===== src/sv/swtm_pkg.sv =====
// ----------------------------------------------------------------------------
// swtm_pkg
// Shared constants, register indexes, controller states and the command and
// status bundles that join the controller and the datapath.
// ----------------------------------------------------------------------------
package swtm_pkg;

	// default sizing
	localparam int WINDOW_MAX_DEF  = 256;
	localparam int SAMPLE_BITS_DEF = 16;

	// configuration register layout
	localparam int WL_BITS      = 9;
	localparam int TC_BITS      = 7;
	localparam int CFG_BITS     = 9;
	localparam int CFG_IDX_BITS = 1;

	localparam logic [CFG_IDX_BITS-1:0] REG_WINDOW_LENGTH = 1'd0;
	localparam logic [CFG_IDX_BITS-1:0] REG_TRIM_COUNT    = 1'd1;

	localparam logic [WL_BITS-1:0] WL_RESET = 9'd8;
	localparam logic [TC_BITS-1:0] TC_RESET = 7'd2;

	// controller states
	typedef enum logic [1:0] {
		S_IDLE,
		S_PASS,
		S_DIV,
		S_DONE
	} ctrl_state_t;

	// controller to datapath
	typedef struct packed {
		logic accept;     // input transfer this cycle
		logic pass;       // merge pass over the sorted copy
		logic div_start;  // load the divider
		logic div_step;   // one quotient bit
		logic emit;       // load the result register
	} dp_cmd_t;

	// datapath to controller
	typedef struct packed {
		logic pass_done;
		logic full_after;
		logic div_done;
		logic out_free;
	} dp_status_t;

endpackage


===== src/sv/swtm_ctrl.sv =====
// ----------------------------------------------------------------------------
// swtm_ctrl
// Sequencer: accept a sample, run the sorted-merge pass, run the divider
// when the window is full, then hand the result to the output register.
// ----------------------------------------------------------------------------
module swtm_ctrl (
	input  logic                 clk,
	input  logic                 arst_n,
	input  logic                 in_valid,
	output logic                 in_ready,
	input  swtm_pkg::dp_status_t status,
	output swtm_pkg::dp_cmd_t    cmd
);
	import swtm_pkg::*;

	ctrl_state_t state_q, state_d;

	// state register
	always_ff @(posedge clk or negedge arst_n) begin
		if (!arst_n) begin
			state_q <= S_IDLE;
		end else begin
			state_q <= state_d;
		end
	end

	// next state
	always_comb begin
		state_d = state_q;
		case (state_q)
			S_IDLE: begin
				if (in_valid) state_d = S_PASS;
			end
			S_PASS: begin
				if (status.pass_done) state_d = status.full_after ? S_DIV : S_DONE;
			end
			S_DIV: begin
				if (status.div_done) state_d = S_DONE;
			end
			S_DONE: begin
				if (status.out_free) state_d = S_IDLE;
			end
			default: state_d = S_IDLE;
		endcase
	end

	// outputs
	always_comb begin
		cmd      = '0;
		in_ready = 1'b0;
		case (state_q)
			S_IDLE: begin
				in_ready   = 1'b1;
				cmd.accept = in_valid;
			end
			S_PASS: begin
				cmd.pass      = 1'b1;
				cmd.div_start = status.pass_done & status.full_after;
			end
			S_DIV: begin
				cmd.div_step = 1'b1;
			end
			S_DONE: begin
				cmd.emit = status.out_free;
			end
			default: begin
				in_ready = 1'b0;
			end
		endcase
	end

`ifndef NO_ASSERTIONS
	a_emit_only_when_free: assert property (@(posedge clk) disable iff (!arst_n)
		cmd.emit |-> status.out_free) else $error("emit while output busy");
	a_one_phase: assert property (@(posedge clk) disable iff (!arst_n)
		$onehot0({cmd.accept, cmd.pass, cmd.div_step, cmd.emit}))
		else $error("overlapping phases");
	a_accept_to_pass: assert property (@(posedge clk) disable iff (!arst_n)
		cmd.accept |=> cmd.pass) else $error("pass did not follow transfer");
`endif

endmodule


===== config.mk =====
export PLATFORM = sky130hd
export DESIGN_NAME = swtm_ctrl
export DESIGN_NICKNAME = d
export VERILOG_FILES = /design/src/sv/swtm_pkg.sv /design/src/sv/swtm_ctrl.sv
export SDC_FILE = /design/constraint.sdc
export NUM_CORES = 1
export LEC_CHECK = 0
export ABC_AREA = 1
export BUFFER_PORTS_ARGS = -buffer_cell sky130_fd_sc_hd__buf_2
export CAP_MARGIN = 20
export CORE_AREA = 2 2 39 41
export CTS_BUF_LIST = sky130_fd_sc_hd__clkbuf_8
export DETAILED_ROUTE_END_ITERATION = 8
export DIE_AREA = 0 0 41 43
export PLACE_DENSITY_LB_ADDON = 0.2
export REMOVE_ABC_BUFFERS = 1
export SYNTH_ARGS = -nofsm -noshare
export SYNTH_HDL_FRONTEND = slang
export SYNTH_SLANG_ARGS = --single-unit

===== constraint.sdc =====
create_clock -name clk -period 1.63 [get_ports clk]
set_clock_uncertainty 0.1 [all_clocks]
set_input_delay 0.4075 -clock clk [delete_from_list [all_inputs] [get_ports clk]]
set_output_delay 0.4075 -clock clk [all_outputs]
set_load 0.1 [all_outputs]

==> results.cfg <==
[global_routing]
grt_pass1_vias = 226
grt_overflow_total = 0
gr-usage-all-layers_pct = 7.43
antenna_found_initial = 0
grt_max_degree = 6
grt_pass1_wl_um = 841

[die]
fp.dieH_um = 43
die-area_sq_mm = 0.00176
start_util_pct = 17.5
die_w_um = 41
pin_count = 13
coreArea_sq_mm = 0.00138
num_rows = 14

[detailed_routing]
drc_errors = 0
drtIter0Drc = 3
wl_per_cell_um = 7.45
viasPerCell = 3.62
wl_um = 544
first_pass_iters = 4
route.vias.total = 264
antenna_left = 0

[layout]
fillers = 143
drive_gt1_share_pct = 66.7
area_growth_pct = 128
final_nets = 70
final_cells = 73
diodes = 0
regArea_sq_um = 51.3
top_register = state_q
multiInputGateArea_sq_um = 203
largest_register_ffs = 2
reg_top3 = state_q (2)

[clocking]
numCtsBuffers = 3
htree_num_levels = 1
root_buffer = clkbuf_8
clk_pin_slew_ns = 0.03
clock_latency_ns = 0.21
ctsLongestPathBuffers = 2
cts.sink_count = 2
cts_tree = done

[outcome]
status = complete, but fails checks
violations = negative setup slack

[logic_synthesis]
synth_largest_area_cell = dfrtp_1
synth_top_area_share_pct = 20.6
avgSynthCellArea_sq_um = 6.74
ys_top_cells_by_area = dfrtp_1 21%, ha_1 21%, inv_1 15%, nand2_1 14%, nand2_2 10%
synthCells = 36
ys_seq_area_share_pct = 20.6
ys_ff_latch = 2
yosys_warnings = 0
synth_area_sq_um = 243
synthDistinctLibCells = 10

[worst_setup_path]
cp-endpoint = cmd[2]
timing.rr.start = state_q[0]
rrSetupSlack_ns = 0.28
r2r-end = state_q[1]
cp-end-kind = primary output
required_ns = 1.12
crit_arrival_ns = 1.18
crit_path_start = state_q[1]
path_max_fanout = 2
cp-start-kind = flop
rr_worst_depth = 6
crit_type = reg2out

[sta]
worstMarginPinSlew_ns = 0.143
period_share_pct = 103
setup_viol = 6
slew_viol_final = 0
finalWorstSetupSlack_ns = -0.0560
clock.fmax_mhz = 593
hold_viol_final = 0
layout_min_cycle_time_ns = 1.69
rsz0062_at_grt = yes
slew_headroom_pct = 90.4

[min_path]
hp-class = in2async

[run]
max-cap-violations = 0

[place]
globalplace.congestion = 0.713
dp_hpwl_um = 410
port_buffers = 12
dp.cells = 67
[repair_timing]
| item | in CTS | in global routing |
|---|---|---|
| gates resized for setup | 4 | 13 |
| hold buffers | 1 | 0 |
| setup endpoints to repair | 6 | 6 |
| endpoints found under the hold margin | 2 | 0 |
| pin swaps | 0 | 3 |
| setup buffers | 1 | 1 |
[routing by layer]
layer	GRT usage (%)	up-vias	wire length [um]
met5	0	-	0
met4	6.00	0	0
met3	3.14	0	32
met2	9.06	7	277
met1	9.65	111	235
li1	-	146	-
[metrics by stage]
stage	hold slack [ns]	instance area [sq um]	setup WS, ns	TNS [ns]	util [%]
6_report	0.418	553	-0.0560	-0.204	40.0
3_3_place_gp	0.0959	435	0.0599	0	31.5
5_1_grt	0.426	553	-0.0969	-0.466	40.0
3_5_place_dp	0.0965	435	0.0702	0	31.5
2_1_floorplan	0.0119	243	-1.57	-3.82	-
4_1_cts	0.415	499	-0.0973	-0.510	36.1
[critical path, cell delays in order (launching register included)]
cell and delay [ns]:
dfrtp_1 0.37, inv_2 0.10, ha_4 0.16, nand2_4 0.05
nor2_4 0.11, buf_12 0.18
[synth_stat cells]
master	count
inv_1	10
dfrtp_1	2
nand2_4	1
nand3_1	2
ha_1	4
nand2_2	4
nand2_1	9
nor2_1	1
o21ai_1	2
nor2_4	1
[how the worst min path moves through the flow]
stage          startpoint    endpoint  slack (ns)
4_1_cts            arst_n  state_q[0]        0.42
3_5_place_dp       arst_n  state_q[1]         0.1
6_report           arst_n  state_q[0]        0.42
5_1_grt            arst_n  state_q[0]        0.43
3_3_place_gp       arst_n  state_q[1]         0.1
2_1_floorplan      arst_n  state_q[0]        0.01
[kinds of logic (layout without fill, tap and decap cells)]
family	Yosys count	in the layout	synth area share, %
simple gates	18	18	39.2
flops	2	2	20.6
buf+inv	10	31	15.5
fa+ha+maj	4	4	20.6
compound gates	2	2	4.12
[area by class of cell]
cell class	count	share of cell area (%)
clock buffer	3	7.47
inverter	10	7.24
multi-input combinational	24	36.7
sequential	2	9.28
tap	16	3.62
timing repair buffer	18	35.7
[layout by cell type, fill, tap and decap left out, drive strengths merged]
cell and instances:
nand2 14, clkbuf 3, inv 10, nand3 2
o21ai 2, nor2 2, ha 4, dlygate4sd3 1
buf 17, dfrtp 2
Power is not shown: default switching activity piles up to over one toggle a cycle in this logic, so the estimate is an artifact.
